--- src/rtl/brl_pkg.sv ---
// ----------------------------------------------------------------------------
// brl_pkg
// Shared codes and fixed sizes of the line rasterizer.
// ----------------------------------------------------------------------------
`default_nettype none

package brl_pkg;

   localparam logic OP_START = 1'b0;
   localparam logic OP_STEP  = 1'b1;

   localparam int Q_DEPTH    = 4;
   localparam int Q_PTR_BITS = $clog2(Q_DEPTH);
   localparam int Q_CNT_BITS = $clog2(Q_DEPTH + 1);

   localparam int OUT_DEPTH    = 2;
   localparam int OUT_PTR_BITS = $clog2(OUT_DEPTH);
   localparam int OUT_CNT_BITS = $clog2(OUT_DEPTH + 1);

endpackage

`default_nettype wire

--- src/rtl/bresenham_line_rasterizer.sv ---
// ----------------------------------------------------------------------------
// bresenham_line_rasterizer
// Integer Bresenham line rasterizer, all octants, at most one pixel per word.
//
//   channel   handshake          payload
//   request   push / full        req_op, req_x_start, req_y_start,
//                                req_x_end, req_y_end
//   result    empty / pop        rsp_pixel_x, rsp_pixel_y, rsp_last
//
// One word per cycle sustained while the back does not stall; each step is one add
// and compare in the back. An accepted request is registered in the command queue,
// then taken by the back and registered in the result buffer, from which it pops.
// full rises when the 4-entry command queue holds 4 words.
// The back stalls while its 2-entry result buffer is full and pop is low.
// Reset clears the queue, the result buffer and the line-active flag.
// ----------------------------------------------------------------------------
`default_nettype none

module bresenham_line_rasterizer #(
   parameter int COORD_BITS = 11
) (
   input  wire logic                         clock,
   input  wire logic                         reset,
   input  wire logic                         push,
   output      logic                         full,
   input  wire logic                         req_op,
   input  wire logic signed [COORD_BITS-1:0] req_x_start,
   input  wire logic signed [COORD_BITS-1:0] req_y_start,
   input  wire logic signed [COORD_BITS-1:0] req_x_end,
   input  wire logic signed [COORD_BITS-1:0] req_y_end,
   output      logic                         empty,
   input  wire logic                         pop,
   output      logic signed [COORD_BITS-1:0] rsp_pixel_x,
   output      logic signed [COORD_BITS-1:0] rsp_pixel_y,
   output      logic                         rsp_last
);
   import brl_pkg::*;

   localparam int CMD_BITS = 6 * COORD_BITS + 5;

   logic                q_wr;
   logic [CMD_BITS-1:0] q_wr_data;
   logic                q_rd;
   logic [CMD_BITS-1:0] q_rd_data;
   logic                q_full;
   logic                q_empty;

   brl_front #(
      .COORD_BITS (COORD_BITS),
      .CMD_BITS   (CMD_BITS)
   ) u_front (
      .push        (push),
      .full        (full),
      .req_op      (req_op),
      .req_x_start (req_x_start),
      .req_y_start (req_y_start),
      .req_x_end   (req_x_end),
      .req_y_end   (req_y_end),
      .q_full      (q_full),
      .q_wr        (q_wr),
      .q_wr_data   (q_wr_data)
   );

   brl_cmd_queue #(
      .WIDTH (CMD_BITS)
   ) u_queue (
      .clock   (clock),
      .reset   (reset),
      .wr_en   (q_wr),
      .wr_data (q_wr_data),
      .rd_en   (q_rd),
      .rd_data (q_rd_data),
      .full    (q_full),
      .empty   (q_empty)
   );

   brl_back #(
      .COORD_BITS (COORD_BITS),
      .CMD_BITS   (CMD_BITS)
   ) u_back (
      .clock       (clock),
      .reset       (reset),
      .q_rd_data   (q_rd_data),
      .q_empty     (q_empty),
      .q_rd        (q_rd),
      .empty       (empty),
      .pop         (pop),
      .rsp_pixel_x (rsp_pixel_x),
      .rsp_pixel_y (rsp_pixel_y),
      .rsp_last    (rsp_last)
   );

endmodule

`default_nettype wire

--- src/rtl/brl_front.sv ---
// ----------------------------------------------------------------------------
// brl_front
// Accepts request words and classifies them: deltas, major axis, endpoint
// order and single-point detection for a start, packed into a command word.
// ----------------------------------------------------------------------------
`default_nettype none

module brl_front #(
   parameter int COORD_BITS = 11,
   parameter int CMD_BITS   = 6 * COORD_BITS + 5
) (
   input  wire logic                         push,
   output      logic                         full,
   input  wire logic                         req_op,
   input  wire logic signed [COORD_BITS-1:0] req_x_start,
   input  wire logic signed [COORD_BITS-1:0] req_y_start,
   input  wire logic signed [COORD_BITS-1:0] req_x_end,
   input  wire logic signed [COORD_BITS-1:0] req_y_end,
   input  wire logic                         q_full,
   output      logic                         q_wr,
   output      logic [CMD_BITS-1:0]          q_wr_data
);
   import brl_pkg::*;

   localparam int C = COORD_BITS;

   typedef struct packed {
      logic         op;
      logic         major_is_y;
      logic         last;
      logic [C-1:0] cur_x;
      logic [C-1:0] cur_y;
      logic [C-1:0] major_end;
      logic [C-1:0] minor_end;
      logic [C:0]   major_delta;
      logic [C:0]   minor_delta;
   } cmd_type;

   logic [C:0] diff_x;
   logic [C:0] diff_y;
   logic [C:0] abs_x;
   logic [C:0] abs_y;
   logic       x_major;
   logic       swap;
   cmd_type    cmd;

   assign diff_x  = {req_x_end[C-1], req_x_end} - {req_x_start[C-1], req_x_start};
   assign diff_y  = {req_y_end[C-1], req_y_end} - {req_y_start[C-1], req_y_start};
   assign abs_x   = diff_x[C] ? ((C+1)'(0) - diff_x) : diff_x;
   assign abs_y   = diff_y[C] ? ((C+1)'(0) - diff_y) : diff_y;
   assign x_major = (abs_x >= abs_y);
   assign swap    = x_major ? diff_x[C] : diff_y[C];

   always_comb begin
      cmd.op          = req_op;
      cmd.major_is_y  = !x_major;
      cmd.last        = (abs_x == '0) && (abs_y == '0);
      cmd.cur_x       = swap ? req_x_end : req_x_start;
      cmd.cur_y       = swap ? req_y_end : req_y_start;
      if (x_major) begin
         cmd.major_end   = swap ? req_x_start : req_x_end;
         cmd.minor_end   = swap ? req_y_start : req_y_end;
         cmd.major_delta = abs_x;
         cmd.minor_delta = abs_y;
      end else begin
         cmd.major_end   = swap ? req_y_start : req_y_end;
         cmd.minor_end   = swap ? req_x_start : req_x_end;
         cmd.major_delta = abs_y;
         cmd.minor_delta = abs_x;
      end
   end

   assign full      = q_full;
   assign q_wr      = push && !q_full;
   assign q_wr_data = cmd;

endmodule

`default_nettype wire

--- src/rtl/brl_cmd_queue.sv ---
// ----------------------------------------------------------------------------
// brl_cmd_queue
// Short command queue between front and back; head word is read directly.
// ----------------------------------------------------------------------------
`default_nettype none

module brl_cmd_queue #(
   parameter int WIDTH = 71
) (
   input  wire logic             clock,
   input  wire logic             reset,
   input  wire logic             wr_en,
   input  wire logic [WIDTH-1:0] wr_data,
   input  wire logic             rd_en,
   output      logic [WIDTH-1:0] rd_data,
   output      logic             full,
   output      logic             empty
);
   import brl_pkg::*;

   logic [WIDTH-1:0]      mem_ff [Q_DEPTH];
   logic [Q_PTR_BITS-1:0] wr_ptr_ff;
   logic [Q_PTR_BITS-1:0] wr_ptr_in;
   logic [Q_PTR_BITS-1:0] rd_ptr_ff;
   logic [Q_PTR_BITS-1:0] rd_ptr_in;
   logic [Q_CNT_BITS-1:0] cnt_ff;
   logic [Q_CNT_BITS-1:0] cnt_in;

   assign full    = (cnt_ff == Q_CNT_BITS'(Q_DEPTH));
   assign empty   = (cnt_ff == '0);
   assign rd_data = mem_ff[rd_ptr_ff];

   always_comb begin
      wr_ptr_in = wr_en ? wr_ptr_ff + 1'b1 : wr_ptr_ff;
      rd_ptr_in = rd_en ? rd_ptr_ff + 1'b1 : rd_ptr_ff;
      cnt_in    = cnt_ff + Q_CNT_BITS'(wr_en) - Q_CNT_BITS'(rd_en);
   end

   always_ff @(posedge clock) begin
      if (reset) begin
         wr_ptr_ff <= '0;
         rd_ptr_ff <= '0;
         cnt_ff    <= '0;
      end else begin
         wr_ptr_ff <= wr_ptr_in;
         rd_ptr_ff <= rd_ptr_in;
         cnt_ff    <= cnt_in;
      end
   end

   always_ff @(posedge clock) begin
      if (wr_en) begin
         mem_ff[wr_ptr_ff] <= wr_data;
      end
   end

   a_cnt_bound: assert property (@(posedge clock) disable iff (reset)
      cnt_ff <= Q_CNT_BITS'(Q_DEPTH))
      else $error("queue count overflow");

   a_no_underflow: assert property (@(posedge clock) disable iff (reset)
      rd_en |-> !empty)
      else $error("queue read while empty");

   a_no_overflow: assert property (@(posedge clock) disable iff (reset)
      wr_en |-> !full)
      else $error("queue write while full");

endmodule

`default_nettype wire

--- src/rtl/brl_back.sv ---
// ----------------------------------------------------------------------------
// brl_back
// Executes commands: loads a line on start, advances one pixel per step while a
// line is active, and buffers result words for the consumer.
// ----------------------------------------------------------------------------
`default_nettype none

module brl_back #(
   parameter int COORD_BITS = 11,
   parameter int CMD_BITS   = 6 * COORD_BITS + 5
) (
   input  wire logic                         clock,
   input  wire logic                         reset,
   input  wire logic [CMD_BITS-1:0]          q_rd_data,
   input  wire logic                         q_empty,
   output      logic                         q_rd,
   output      logic                         empty,
   input  wire logic                         pop,
   output      logic signed [COORD_BITS-1:0] rsp_pixel_x,
   output      logic signed [COORD_BITS-1:0] rsp_pixel_y,
   output      logic                         rsp_last
);
   import brl_pkg::*;

   localparam int C   = COORD_BITS;
   localparam int DEC = COORD_BITS + 3;

   typedef struct packed {
      logic         op;
      logic         major_is_y;
      logic         last;
      logic [C-1:0] cur_x;
      logic [C-1:0] cur_y;
      logic [C-1:0] major_end;
      logic [C-1:0] minor_end;
      logic [C:0]   major_delta;
      logic [C:0]   minor_delta;
   } cmd_type;

   cmd_type cmd;

   logic           active_ff;
   logic           active_in;
   logic           major_is_y_ff;
   logic           major_is_y_in;
   logic [C-1:0]   cur_x_ff;
   logic [C-1:0]   cur_x_in;
   logic [C-1:0]   cur_y_ff;
   logic [C-1:0]   cur_y_in;
   logic [C-1:0]   major_end_ff;
   logic [C-1:0]   major_end_in;
   logic [C-1:0]   minor_end_ff;
   logic [C-1:0]   minor_end_in;
   logic [DEC-1:0] decision_ff;
   logic [DEC-1:0] decision_in;
   logic [C:0]     major_delta_ff;
   logic [C:0]     major_delta_in;
   logic [C:0]     minor_delta_ff;
   logic [C:0]     minor_delta_in;

   logic [C-1:0]   out_x_ff [OUT_DEPTH];
   logic [C-1:0]   out_y_ff [OUT_DEPTH];
   logic           out_last_ff [OUT_DEPTH];
   logic [OUT_PTR_BITS-1:0] out_wp_ff;
   logic [OUT_PTR_BITS-1:0] out_wp_in;
   logic [OUT_PTR_BITS-1:0] out_rp_ff;
   logic [OUT_PTR_BITS-1:0] out_rp_in;
   logic [OUT_CNT_BITS-1:0] out_cnt_ff;
   logic [OUT_CNT_BITS-1:0] out_cnt_in;

   logic           take;
   logic           pop_ok;
   logic           out_room;
   logic           out_wr;
   logic [C-1:0]   out_x;
   logic [C-1:0]   out_y;
   logic           out_last;

   logic [C-1:0]   maj;
   logic [C-1:0]   mnr;
   logic [C-1:0]   maj_inc;
   logic [C-1:0]   mnr_mv;
   logic [C-1:0]   mnr_nxt;
   logic           dec_neg;
   logic [DEC-1:0] two_minor;
   logic [DEC-1:0] two_major;
   logic [DEC-1:0] dec_step;
   logic [DEC-1:0] dec_start;
   logic           step_last;

   assign cmd      = q_rd_data;
   assign pop_ok   = pop && !empty;
   assign out_room = (out_cnt_ff != OUT_CNT_BITS'(OUT_DEPTH)) || pop;
   assign take     = !q_empty && out_room;
   assign q_rd     = take;

   assign maj       = major_is_y_ff ? cur_y_ff : cur_x_ff;
   assign mnr       = major_is_y_ff ? cur_x_ff : cur_y_ff;
   assign maj_inc   = maj + C'(1);
   assign mnr_mv    = ($signed(mnr) < $signed(minor_end_ff)) ? mnr + C'(1) : mnr - C'(1);
   assign dec_neg   = decision_ff[DEC-1];
   assign mnr_nxt   = dec_neg ? mnr : mnr_mv;
   assign two_minor = {1'b0, minor_delta_ff, 1'b0};
   assign two_major = {1'b0, major_delta_ff, 1'b0};
   assign dec_step  = dec_neg ? decision_ff + two_minor
                              : decision_ff + two_minor - two_major;
   assign dec_start = {1'b0, cmd.minor_delta, 1'b0} - {2'b00, cmd.major_delta};
   assign step_last = (maj_inc == major_end_ff);

   always_comb begin
      active_in      = active_ff;
      major_is_y_in  = major_is_y_ff;
      cur_x_in       = cur_x_ff;
      cur_y_in       = cur_y_ff;
      major_end_in   = major_end_ff;
      minor_end_in   = minor_end_ff;
      decision_in    = decision_ff;
      major_delta_in = major_delta_ff;
      minor_delta_in = minor_delta_ff;
      out_wr         = 1'b0;
      out_x          = cur_x_ff;
      out_y          = cur_y_ff;
      out_last       = 1'b0;
      if (take) begin
         case (cmd.op)
            OP_START: begin
               active_in      = !cmd.last;
               major_is_y_in  = cmd.major_is_y;
               cur_x_in       = cmd.cur_x;
               cur_y_in       = cmd.cur_y;
               major_end_in   = cmd.major_end;
               minor_end_in   = cmd.minor_end;
               decision_in    = dec_start;
               major_delta_in = cmd.major_delta;
               minor_delta_in = cmd.minor_delta;
               out_wr         = 1'b1;
               out_x          = cmd.cur_x;
               out_y          = cmd.cur_y;
               out_last       = cmd.last;
            end
            OP_STEP: begin
               if (active_ff) begin
                  active_in   = !step_last;
                  cur_x_in    = major_is_y_ff ? mnr_nxt : maj_inc;
                  cur_y_in    = major_is_y_ff ? maj_inc : mnr_nxt;
                  decision_in = dec_step;
                  out_wr      = 1'b1;
                  out_x       = cur_x_in;
                  out_y       = cur_y_in;
                  out_last    = step_last;
               end
            end
            default: begin
               active_in = active_ff;
            end
         endcase
      end
   end

   always_comb begin
      out_wp_in  = out_wr ? out_wp_ff + 1'b1 : out_wp_ff;
      out_rp_in  = pop_ok ? out_rp_ff + 1'b1 : out_rp_ff;
      out_cnt_in = out_cnt_ff + OUT_CNT_BITS'(out_wr) - OUT_CNT_BITS'(pop_ok);
   end

   assign empty       = (out_cnt_ff == '0);
   assign rsp_pixel_x = out_x_ff[out_rp_ff];
   assign rsp_pixel_y = out_y_ff[out_rp_ff];
   assign rsp_last    = out_last_ff[out_rp_ff];

   always_ff @(posedge clock) begin
      if (reset) begin
         active_ff  <= 1'b0;
         out_wp_ff  <= '0;
         out_rp_ff  <= '0;
         out_cnt_ff <= '0;
      end else begin
         active_ff  <= active_in;
         out_wp_ff  <= out_wp_in;
         out_rp_ff  <= out_rp_in;
         out_cnt_ff <= out_cnt_in;
      end
   end

   always_ff @(posedge clock) begin
      major_is_y_ff  <= major_is_y_in;
      cur_x_ff       <= cur_x_in;
      cur_y_ff       <= cur_y_in;
      major_end_ff   <= major_end_in;
      minor_end_ff   <= minor_end_in;
      decision_ff    <= decision_in;
      major_delta_ff <= major_delta_in;
      minor_delta_ff <= minor_delta_in;
      if (out_wr) begin
         out_x_ff[out_wp_ff]    <= out_x;
         out_y_ff[out_wp_ff]    <= out_y;
         out_last_ff[out_wp_ff] <= out_last;
      end
   end

   a_active_not_at_end: assert property (@(posedge clock) disable iff (reset)
      active_ff |-> (maj != major_end_ff))
      else $error("active line already at its end");

   a_start_loads_active: assert property (@(posedge clock) disable iff (reset)
      (take && (cmd.op == OP_START)) |=> (active_ff == !$past(cmd.last)))
      else $error("start did not set active");

   a_out_cnt_bound: assert property (@(posedge clock) disable iff (reset)
      out_cnt_ff <= OUT_CNT_BITS'(OUT_DEPTH))
      else $error("result buffer overflow");

   a_out_wr_needs_take: assert property (@(posedge clock) disable iff (reset)
      out_wr |-> take)
      else $error("result written without a command");

endmodule

`default_nettype wire

--- config.mk ---
export PLATFORM = sky130hd
export DESIGN_NAME = bresenham_line_rasterizer
export DESIGN_NICKNAME = d
export VERILOG_FILES = /design/src/rtl/brl_pkg.sv /design/src/rtl/bresenham_line_rasterizer.sv /design/src/rtl/brl_front.sv /design/src/rtl/brl_cmd_queue.sv /design/src/rtl/brl_back.sv
export SDC_FILE = /design/constraint.sdc
export NUM_CORES = 1
export LEC_CHECK = 0
export ABC_AREA = 1
export ABC_CLOCK_PERIOD_IN_PS = 5300
export BUFFER_PORTS_ARGS = -buffer_cell sky130_fd_sc_hd__clkbuf_2
export CORE_UTILIZATION = 29
export DETAILED_ROUTE_END_ITERATION = 8
export PLACE_DENSITY = 0.48
export SYNTH_ARGS = -nofsm -noshare
export SYNTH_HDL_FRONTEND = slang
export SYNTH_HIERARCHICAL = 1
export SYNTH_SLANG_ARGS = --single-unit
--- constraint.sdc ---
create_clock -name clock -period 5.3 [get_ports clock]
set_clock_uncertainty 0.1 [all_clocks]
set_input_delay 1.06 -clock clock [delete_from_list [all_inputs] [get_ports clock]]
set_output_delay 1.06 -clock clock [all_outputs]
set_load 0.03 [all_outputs]
# Word-level counts from Yosys, hierarchy flattened
# Memory sizes are Yosys's and may differ from the RTL's. A register that Yosys moved wholly into a read port is not among the register bits.
# Index checks and enable logic that the tools add are counted.
# classes
add_sub_neg	18
n_lt_le_gt_ge	2
n_eq_ne	4
n_mux	43
bitwise	1
n_reduce_logical	17
# ops
cell	count
two-way mux 11 bit	14
two-way mux 46 bit	1
one-hot mux 11 bit (2 select lines)	2
two-way mux 14 bit	2
one-hot mux 14 bit (2 select lines)	1
zero test 12 bit	2
two-way mux 12 bit	2
subtractor 1 x 12 -> 12 bit, first input constant	2
subtractor 11 x 11 -> 12 bit	2
adder 11 x 1 -> 11 bit, second input constant	2
two-way mux 1 bit	16
adder 14 x 13 -> 14 bit	1
subtractor 13 x 12 -> 14 bit	1
subtractor 14 x 13 -> 14 bit	1
greater-or-equal comparator 12 bit	1
== test 11 bit	1
less-than comparator 11 bit	1
subtractor 11 x 1 -> 11 bit, second input constant	1
zero test 1 bit	6
one-hot mux 1 bit (2 select lines)	3
adder 2 x 1 -> 2 bit, second input constant	2
logical AND 1 bit	4
two-way mux 2 bit	2
inequality test 2 bit, second input constant	2
11 further kinds	13
# totals
ff_bits	95
ram_bits	330
input_bits	49
out_inout_bits	25
wordCells	104
n_memories	4
# mem_list
name	words	word_bits	read_ports	rd_ports_with_merged_regs	wr	line_no	text
u_queue.mem_ff	4	71	1	1	1	brl_cmd_queue.sv:21	logic [WIDTH-1:0] mem_ff [Q_DEPTH];
u_back.out_x_ff	2	11	1	1	1	brl_back.sv:61	logic [C-1:0] out_x_ff [OUT_DEPTH];
u_back.out_y_ff	2	11	1	1	1	brl_back.sv:62	logic [C-1:0] out_y_ff [OUT_DEPTH];
u_back.out_last_ff	2	1	1	1	1	brl_back.sv:63	logic out_last_ff [OUT_DEPTH];

# Logic depth before layout (Yosys ltp)
# Gate-level depths: netlist (run 1).
# depth
depth_word	8
depth_mapped	32

# Hierarchy
# Netlist (run 1), hierarchy kept.
# modules_own_cells
mod	n_inst	cells_per_inst	area_per_inst_um2	seq_area_each_um2
brl_cmd_queue	1	886	11647.4	8708.4
brl_back	1	1015	8478.1	3743.6
brl_front	1	717	3545.9	0.0

# Least setup slack after synthesis (run 1)
# No wires, ideal clock.
# synth_path
path_kind	input to register
start	in req_y_end[0]
end	mem u_queue.mem_ff[0][10] (data pin)
setup_time_ps	291
t_arrival_ps	4229
path_slack_ps	679
path_stages	23
path_cell_list	inv_1 ha_1 inv_1 fa_1 inv_1 ha_1 inv_1 nor2_1 nand3_1 nor2_1 nand4_1 nand2_1 nand3_1 nand2_1 inv_1 ha_1 nand2_1 nor2_1 nand3_1 nand4_1 clkbuf_1 clkbuf_1 o21ai_0
# synth_between
elab_chain_cells	5
# synth_rtl
item	line_no	text
start: declaration	bresenham_line_rasterizer.sv:30	input wire logic signed [COORD_BITS-1:0] req_y_end,
subtractor 11 x 11 -> 12 bit (*)	brl_front.sv:48	assign diff_y = {req_y_end[C-1], req_y_end} - {req_y_start[C-1], req_y_start};
subtractor 1 x 12 -> 12 bit	brl_front.sv:50	assign abs_y = diff_y[C] ? ((C+1)'(0) - diff_y) : diff_y;
two-way mux 12 bit (*)	brl_front.sv:50	
greater-or-equal comparator 12 bit	brl_front.sv:51	assign x_major = (abs_x >= abs_y);
two-way mux 46 bit (*)	brl_front.sv:60	if (x_major) begin
net q_wr_data[10]	bresenham_line_rasterizer.sv:42	logic [CMD_BITS-1:0] q_wr_data;
end: declaration	brl_cmd_queue.sv:21	
# Mark *: on every way through the listed nets, which the timed path passes. The rest lies on a longest branch.

# Worst setup path in the final report (run 1)
# layout_path
start	reg u_back.major_is_y_ff
end	mem u_back/out_x_ff[0][1] (netlist name) (data pin)
# layout_between
elab_chain_cells	8
# layout_rtl
item	line_no	text
start: declaration	brl_back.sv:44	logic major_is_y_ff;
start signal: assignment	brl_back.sv:186	major_is_y_ff <= major_is_y_in;
two-way mux 11 bit	brl_back.sv:98	assign mnr = major_is_y_ff ? cur_x_ff : cur_y_ff;
subtractor 11 x 1 -> 11 bit (tied with other cells)	brl_back.sv:100	assign mnr_mv = ($signed(mnr) < $signed(minor_end_ff)) ? mnr + C'(1) : mnr - C'(1);
two-way mux 11 bit	brl_back.sv:100	
two-way mux 11 bit	brl_back.sv:102	assign mnr_nxt = dec_neg ? mnr : mnr_mv;
two-way mux 11 bit (*)	brl_back.sv:144	cur_x_in = major_is_y_ff ? mnr_nxt : maj_inc;
two-way mux 11 bit (*)	brl_back.sv:142	if (active_ff) begin
one-hot mux 11 bit (2 select lines) (*)	brl_back.sv:125	case (cmd.op)
two-way mux 11 bit (*)	brl_back.sv:124	if (take) begin
end: declaration	brl_back.sv:61	
# Mark *: on every way between the ends. The rest lies on a longest branch, timed or not.

==> metrics.txt, run 1 <==
CTS tree=built; Storage cell area=12500 µm²; Final Setup Violations=0; wire length on met3=between 2000 and 2500 µm; Yosys reg bits=427; initial core utilization=29.3%; Synth area leaders=edfxtp_1, nand2_1, inv_1, ha_1, a21oi_1; syn_nets=2764; ys async rst share=0%; CP delay by family, top=simple AND/OR/NAND/NOR gates; Hold Vio Cnt, Final=0; normalized max-slew margin=25.5%; CTS resizes=0; status=finished, violations left; site row count=roughly 100; routed vias=17552; Post-Synth Adder-Cell Area=about 5.3%; Hold Path Class=reg2reg; worst path required time=5.45 ns; Clk Latency, worst-skew pair=a little over 0.6 ns; Mapped Area=23700 µm²; post-synth cell types=51; Slowest-stage cell, CP=edfxtp_1; DR iter-0 viols=1246; hold_sp=u_back/out_rp_ff; Port Buffer Count=73; top-area cell type share of the netlist area=roughly half; Critical Path Source=u_back/major_is_y_ff; crit start category=flop; top-count cell post-synth=nand2_1; CTS Hold Bufs=0; WL final=63500 µm; core area=80700 µm²; post-synthesis sequential area ratio=between 50% and 60%; Layout fillers=8297; Worst Tran Pin Value=1.12 ns; CP arrival=4.95 ns; top cells by count, synth=nand2_1, inv_1, edfxtp_1; initial antenna violation count=2; DRC errors left=8; pin count of the biggest net entering global routing=about 220; Num CTS Buffers=45; maxcap violations=0; clk sinks=427; first-pass iteration count of the detailed router=7; Post-Synth Simple-Gate Area=17.8%; root buffer cell=clkbuf_16; crit path capture type=flop; Post-CTS Setup Inserts=0; failing checks=design-rule violations; floorplan die area=between 80000 and 90000 µm²; Slew Limit Fails=0; critical path class=reg2reg; dpl hpwl=46800 µm; P&R area growth vs syn=13.5%; Post-Synth XOR/XNOR Area=roughly 1.7%; WHS=0.352 ns; Reg-to-Reg Start=u_back/major_is_y_ff; global-route wire length before repair=98700 µm; Final nets=2863; EDFF count, synth=390; GPL Wtd Cong=0.868; GRT overflow=0; GRT Total Usage=approximately 15%; die width=288 µm; H-tree levels=2; layout cell share with drive strength beyond 1=11.8%; via/cell ratio=4.60; DR WL met2=around 29000 µm; largest family of logic cells by synthesized area=simple AND/OR/NAND/NOR gates; highest routed layer=met4; RSZ-0062 raised after global routing=false; Synth Instances=2618; worst path bufs/invs=5; Warnings, synthesis=6; Clock Path Buffers=3; Die Y=around 290 µm; antenna cell count=0; Avg WL per Cell=approximately 17 µm; area of the multi-input gates=~9000 µm²; number of global-route vias before repair=16993; Mean Syn Cell Area=~9.0 µm²; slowest stage delay, CP=0.38 ns; ys flop type=edfxtp_1; post-synthesis mux area share=about 1.4%; Synth area leader=edfxtp_1; Final Cycle Share=90.5%; Crit Path Max Fanout=55; antenna-violating nets left=0; Clk pin slew, worst setup/hold paths=0.06 ns; f_max=approximately 210 MHz; Period minus WS final=about 4.8 ns; post-synthesis compound-gate area fraction=11.6%; Top-Level Pins=between 70 and 80; M1 WL=31500 µm; crit-path cells=buf_12, inv_2, or2_2, o21ai_1, inv_1, ha_1, nand2_1, nor2_2, nand2_1, nor2_1, nor2_2, nand3_2, nand2_4, nand2_2, nand2_1, inv_1, ha_1, o21ai_0, inv_1, o21ai_0, o211ai_1, o211ai_1, o21ai_0
area by class of cell:
class	count	area share, %
Sequential cell	427	46.4
Multi-Input combinational cell	1658	33.4
Inverter	430	6.02
Tap cell	1060	4.93
Clock buffer	54	4.35
Timing Repair Buffer	155	3.98
Clock inverter	28	0.926
kinds of logic (layout without fill, tap and decap cells):
group / after synthesis / after routing
compound gates: 486 / 486
xor+xnor: 45 / 45
fa+ha+maj: 97 / 97
buf+inv: 533 / 667
flops: 427 / 427
mux: 29 / 29
simple gates: 1001 / 1001
final timing paths:
path / end / slack (ns) / cells after the start
worst min-delay path: flop / 0.35 / 1
worst min register to register: flop / 0.35 / 1
worst max-delay path: u_back/out_x_ff[0][1] / 0.50 / 23
worst max register to register: u_back/out_x_ff[0][1] / 0.50 / 23
flip-flops by register name, indices dropped and copies added (netlist names), named ones only:
signal	flops
u_back/active_ff	1
u_back/cur_x_ff	11
u_back/cur_y_ff	11
u_back/decision_ff	13
u_back/major_delta_ff	12
u_back/major_end_ff	11
u_back/major_is_y_ff	1
u_back/minor_delta_ff	12
u_back/minor_end_ff	11
u_back/out_cnt_ff	2
u_back/out_last_ff	2
u_back/out_rp_ff	1
u_back/out_wp_ff	1
u_back/out_x_ff	22
u_back/out_y_ff	22
u_queue/cnt_ff	3
u_queue/mem_ff	284
u_queue/rd_ptr_ff	2
u_queue/wr_ptr_ff	2
through the flow:
stage / setup TNS, ns / utilization [%] / cell area (µm²) / setup slack (ns) / instances
detailed placement: -0.257 / 31.5 / 25500 / -0.0265 / 3730
global placement: 0 / 31.5 / 25500 / 0.0241 / 3730
finish: 0 / 33.3 / 26900 / 0.502 / 3812
floorplan: 0 / - / 23700 / 0.679 / 2618
global route: 0 / 33.3 / 26900 / 0.0870 / 3812
CTS: 0 / 33.3 / 26900 / 0.450 / 3812
metal layers:
layer,vias to the layer above,global-route usage [%]
met1,8258,21.9
met2,304,24.8
met4,0,3.89
met5,-,0
met3,72,1.73
li1,8918,-
cell usage in the layout (no fill, tap or decap), drive strengths merged, types with 3 or more instances in the layout:
cell type / instances
nand2: 685
inv: 427
edfxtp: 390
o21ai: 200
a21oi: 171
nand3: 153
clkbuf: 127
nor2: 109
ha: 91
buf: 82
o211ai: 78
dfxtp: 37
xor2: 35
clkinv: 27
mux2: 25
or2: 17
nor3: 16
nand4: 15
xnor2: 10
o21a: 6
fa: 6
o22ai: 6
o41ai: 5
nand3b: 5
mux2i: 4
o21bai: 4
a31oi: 4
o31ai: 3
o221ai: 3
Power of run 1 is left out: the tool's default activity adds up to more than one toggle a clock period on the data nets, which glitch-free logic cannot reach.
==> run 2, diff against run 1 <==
--- a/config.mk
+++ b/config.mk
@@ -6,7 +6,7 @@
 export NUM_CORES = 1
 export LEC_CHECK = 0
 export ABC_AREA = 1
-export ABC_CLOCK_PERIOD_IN_PS = 5300
+export ABC_CLOCK_PERIOD_IN_PS = 4710
 export BUFFER_PORTS_ARGS = -buffer_cell sky130_fd_sc_hd__clkbuf_2
 export CORE_UTILIZATION = 29
 export DETAILED_ROUTE_END_ITERATION = 8
==> constraint.sdc (replaced) <==
create_clock -name clock -period 4.71 [get_ports clock]
set_clock_uncertainty 0.1 [all_clocks]
set_input_delay 0.471 -clock clock [delete_from_list [all_inputs] [get_ports clock]]
set_output_delay 0.471 -clock clock [all_outputs]
set_load 0.03 [all_outputs]
==> run 2 against run 1 <==
The flow still finishes with violations (design-rule violations). Sequential share of layout area decreased by 0.63 points. Wire length increased by 0.89%. Flip-flop and latch count unchanged. Setup slack got worse by 0.047 ns. Non-clock buffer count increased by 31. Register-to-register slack got worse by 0.02 ns. Worst hold slack got worse by 0.31 ns. Final cell count increased by 0.89%. First-iteration DRC count decreased by 12%. Global-route usage about the same. Cell area increased by 1.4%.
==> metrics.txt, run 2 (synthesis results as in run 1) <==
Clock Path Buffers=3; crit path capture type=flop; DR iter-0 viols=1094; initial antenna violation count=1; core area=80700 µm²; maxcap violations=0; Layout fillers=a little over 8000; initial core utilization=29.3%; Avg WL per Cell=16.7 µm; RSZ-0062 raised after global routing=false; Hold Vio Cnt, Final=0; WL final=64100 µm; critical path class=in2reg; normalized max-slew margin=25.3%; number of global-route vias before repair=around 17000; Num CTS Buffers=46; Period minus WS final=4.26 ns; slowest stage delay, CP=0.38 ns; DRC errors left=16; crit start category=primary input; status=finished, violations left; worst path required time=~5 ns; max FFs per register=284; commonest non-fill, non-tap cell in the layout=nand2_1; antenna-violating nets left=0; H-tree levels=2; crit-path cells=clkbuf_2, inv_1, ha_1, nand2_1, nor2_1, nand2_1, nand3_1, nand2_1, nand2_1, nand3_1, nor3_1, nand3_1, ha_1, nand2_1, nor2_1, a211oi_1, nand4_1, buf_4, o21ai_4, buf_12, nand2_1, o21ai_1, buf_4; Top-Level Pins=74; Final nets=2895; Slowest-stage cell, CP=ha_1; commonest cells after routing, fill and taps aside=nand2_1, inv_1, edfxtp_1, a21oi_1, nand3_1; Die Y=288 µm; Slew Limit Fails=0; GRT Total Usage=15.4%; Crit Path Max Fanout=38; routed vias=17767; Worst Tran Pin Value=1.12 ns; Clk Latency, worst-skew pair=0.61 ns; Final Cycle Share=90.3%; clk sinks=427; Port Buffer Count=73; dpl hpwl=47500 µm; layout cell share with drive strength beyond 1=12.8%; worst path bufs/invs=5; biggest regs=u_queue/mem_ff: 284 flops, u_back/out_x_ff: 22 flops, u_back/out_y_ff: 22 flops; r2r setup slk=0.48 ns; CP delay by family, top=simple AND/OR/NAND/NOR gates; global-route wire length before repair=slightly below 100000 µm; CP arrival=4.63 ns; Clk pin slew, worst setup/hold paths=0.06 ns; GPL Wtd Cong=approximately 0.89; site row count=104; cell mode on critical path=nand2_1; root buffer cell=clkbuf_16; CTS tree=built; f_max=235 MHz; die width=288 µm; floorplan die area=about 83000 µm²; failing checks=design-rule violations; setup TNS=0 ns; GRT overflow=0; pin count of the biggest net entering global routing=185; Most flops, register=u_queue/mem_ff; Hold Path Class=in2reg; via/cell ratio=4.62; Final Setup Violations=0; first-pass iteration count of the detailed router=9; P&R area growth vs syn=15.1%
-- run 2: cell count changes in the layout (fill, tap and decap cells not counted), moves of 2 or more --
cell / delta
clkinv_2: -3
buf_4: +29
clkinv_4: +2
bufinv_16: +4
-- run 2: path summary, 6_finish.rpt --
| kind | cells past startpoint | end | start |
|---|---|---|---|
| setup reg to reg | 29 | u_back/out_x_ff[0][8] | u_back/major_is_y_ff |
| hold / removal | 2 | u_queue/cnt_ff[0] | reset |
| hold reg to reg | 1 | u_back/out_rp_ff | u_back/out_rp_ff |
| setup / recovery | 23 | u_queue/mem_ff[2][58] | req_y_start[4] |
-- run 2: worst reg2reg max path: cells and delay by family, from the launching register on --
| family | cells | cell delay (ns) |
|---|---|---|
| buf+inv | 5 | 0.48 |
| compound gates | 2 | 0.70 |
| flops | 1 | 0.43 |
| fa+ha+maj | 2 | 0.48 |
| simple gates | 20 | 1.75 |
-- run 2: through the flow --
| step | worst slack, ns | util, % | hold slack (ns) | cell area [µm²] | cells |
|---|---|---|---|---|---|
| 2_1_floorplan | 0.678 | - | 0.325 | 23700 | 2618 |
| 3_3_place_gp | -0.0924 | 31.8 | 0.338 | 25700 | 3758 |
| 3_5_place_dp | -0.131 | 31.8 | 0.346 | 25700 | 3758 |
| 4_1_cts | 0.315 | 33.7 | 0.0153 | 27200 | 3843 |
| 5_1_grt | 0.0199 | 33.8 | 0.0519 | 27200 | 3845 |
| 6_report | 0.455 | 33.8 | 0.0444 | 27200 | 3846 |
-- run 2: cell type report --
| class | instances | area, µm² | area share [%] |
|---|---|---|---|
| inverter | 430 | 1620 | 5.94 |
| tap | 1060 | 1330 | 4.87 |
| timing repair buffer | 186 | 1320 | 4.83 |
| sequential | 427 | 12500 | 45.7 |
| clock buffer | 56 | 1200 | 4.40 |
| multi-input combinational | 1658 | 8980 | 33.0 |
| clock inverter | 28 | 342 | 1.25 |
| antenna | 1 | 2.50 | 0.00918 |
-- run 2: routing by layer --
metal | wire length (µm) | vias to the layer above | global-route usage, %
li1 | - | 8995 | -
met1 | 30700 | 8303 | 21.5
met2 | 28800 | 382 | 24.5
met3 | 3020 | 87 | 2.25
met4 | 1600 | 0 | 4.71
met5 | 0 | - | 0
-- run 2: repair_timing --
item	CTS	global route
hold endpoints to repair	4	0
resized for setup	0	2
setup buffers	0	2
setup endpoints to repair	0	9
hold buffers	1	0
Power of run 2 is left out for the same reason.
==> run 3, diff against run 2 <==
==> constraint.sdc (replaced) <==
create_clock -name clock -period 4.71 [get_ports clock]
set_clock_uncertainty 0.1 [all_clocks]
set_input_delay 0.942 -clock clock [delete_from_list [all_inputs] [get_ports clock]]
set_output_delay 0.942 -clock clock [all_outputs]
set_load 0.03 [all_outputs]
==> run 3 against run 2 <==
The flow still finishes with violations (design-rule violations). Sequential share of layout area shrank 1.2 points. Maximum frequency down 3.3%. Flip-flop and latch count did not move. Critical path depth grew 5. First-iteration DRC count up 3.6%. Non-clock buffer count is 103 higher. Largest cell class unchanged. Critical endpoint is now u_queue/mem_ff[3][44]. Highest routed layer is now met5.
==> metrics.txt, run 3 (synthesis results as in run 1) <==
RSZ-0062 raised after global routing=false; CP delay by family, top=simple AND/OR/NAND/NOR gates; Clk pin slew, worst setup/hold paths=0.06 ns; worst path required time=4.93 ns; Period minus WS final=about 4.4 ns; Port Buffer Count=73; via/cell ratio=4.60; Top-Level Pins=74; core area=80700 µm²; f_max=227 MHz; global-route wire length before repair=98500 µm; GRT Total Usage=between 10% and 20%; P&R area growth vs syn=18.2%; Reg-to-Reg Start=u_back/major_is_y_ff; DRC errors left=8; CTS Hold Bufs=0; biggest regs=u_queue/mem_ff: 284 flops, u_back/out_x_ff: 22 flops, u_back/out_y_ff: 22 flops; status=finished, violations left; initial core utilization=approximately 30%; WHS=0.343 ns; antenna-violating nets left=0; root buffer cell=clkbuf_16; commonest non-fill, non-tap cell in the layout=nand2_1; pin count of the biggest net entering global routing=105; critical path class=in2reg; max FFs per register=~280; Hold Path Depth=1; CTS resizes=0; Hold Vio Cnt, Final=0; crit path capture type=flop; Slowest-stage cell, CP=fa_1; hold_sp=u_queue/rd_ptr_ff[0]; antenna cell count=0; routed vias=18158; site row count=104; number of global-route vias before repair=around 17000; Worst R2R End=u_back/out_x_ff[0][3]; WL final=64000 µm; failing checks=design-rule violations; worst r2r path cells=25; die width=~290 µm; initial antenna violation count=4; dpl hpwl=47900 µm; DR iter-0 viols=1133; Final Cycle Share=93.4%; Num CTS Buffers=46; clk sinks=427; Hold Path Class=reg2reg; layout cell share with drive strength beyond 1=16.0%; Final Setup Violations=0; GR Layer Usage met1=21.7%; commonest cells after routing, fill and taps aside=nand2_1, inv_1, edfxtp_1, buf_4, a21oi_1; CP arrival=around 4.6 ns; crit start category=primary input; maxcap violations=0; floorplan die area=82800 µm²; Most flops, register=u_queue/mem_ff; normalized max-slew margin=28.2%; H-tree levels=2; met3 Use GR=under 10%; first-pass iteration count of the detailed router=8; Slew Limit Fails=0; Clock Path Buffers=3; GRT overflow=0; Critical Path Source=req_y_end[0]; GPL Wtd Cong=0.887; Die Y=about 290 µm; layer with the highest usage=met2; r2r setup slk=between 0.3 and 0.4 ns; Post-CTS Setup Inserts=0; Crit Path Max Fanout=14; Worst Tran Pin Value=1.08 ns; slowest stage delay, CP=0.42 ns; met2 usage=24.0%; Clk Latency, worst-skew pair=0.60 ns; worst path bufs/invs=9; Final nets=between 2000 and 3000; Avg WL per Cell=~16 µm; CTS tree=built
-- run 3: cell types whose count changed in the layout (fill, tap and decap cells not counted), moves of 2 or more --
| cell | before | now |
|---|---|---|
| clkinv_4 | 2 | 0 |
| bufinv_16 | 6 | 4 |
| clkinv_1 | 12 | 9 |
| buf_12 | 8 | 10 |
| inv_6 | 0 | 2 |
| clkbuf_1 | 9 | 14 |
| buf_4 | 104 | 206 |
| o21ai_0 | 105 | 103 |
-- run 3: cell type report --
cell class                 count  area (µm²)
inverter                     430        1620
clock buffer                  61        1220
timing repair buffer         289        2110
tap                         1060        1330
sequential                   427       12500
multi-input combinational   1658        9000
clock inverter                22         248
fill                        8228       52700
-- run 3: per-stage QoR --
step / instance area, µm² / std cells / setup slack, ns / TNS, ns / utilization (%)
6_report: 28000 / 3947 / 0.311 / 0 / 34.7
5_1_grt: 28000 / 3947 / 0.0186 / 0 / 34.7
4_1_cts: 28000 / 3947 / 0.186 / 0 / 34.7
3_5_place_dp: 26500 / 3864 / -0.334 / -49.49 / 32.8
3_3_place_gp: 26500 / 3864 / -0.255 / -37.35 / 32.8
2_1_floorplan: 23700 / 2618 / 0.207 / 0 / -
-- run 3: routing by layer --
metal,part of all wire [%],routed length [µm]
met1,49,31300
met2,44,27900
met3,4.7,3030
met4,2.8,1760
met5,0.016,10
-- run 3: worst max path at each step --
| stage | depth (start not counted) | to |
|---|---|---|
| after floorplan | 23 | u_queue/mem_ff[0][10] |
| after global placement | 28 | u_queue/mem_ff[2][32] |
| after detailed placement | 28 | u_queue/mem_ff[0][55] |
| after CTS | 25 | u_back/out_x_ff[1][2] |
| after global routing | 28 | u_queue/mem_ff[3][53] |
| final | 28 | u_queue/mem_ff[3][44] |
Power of run 3 is left out for the same reason.
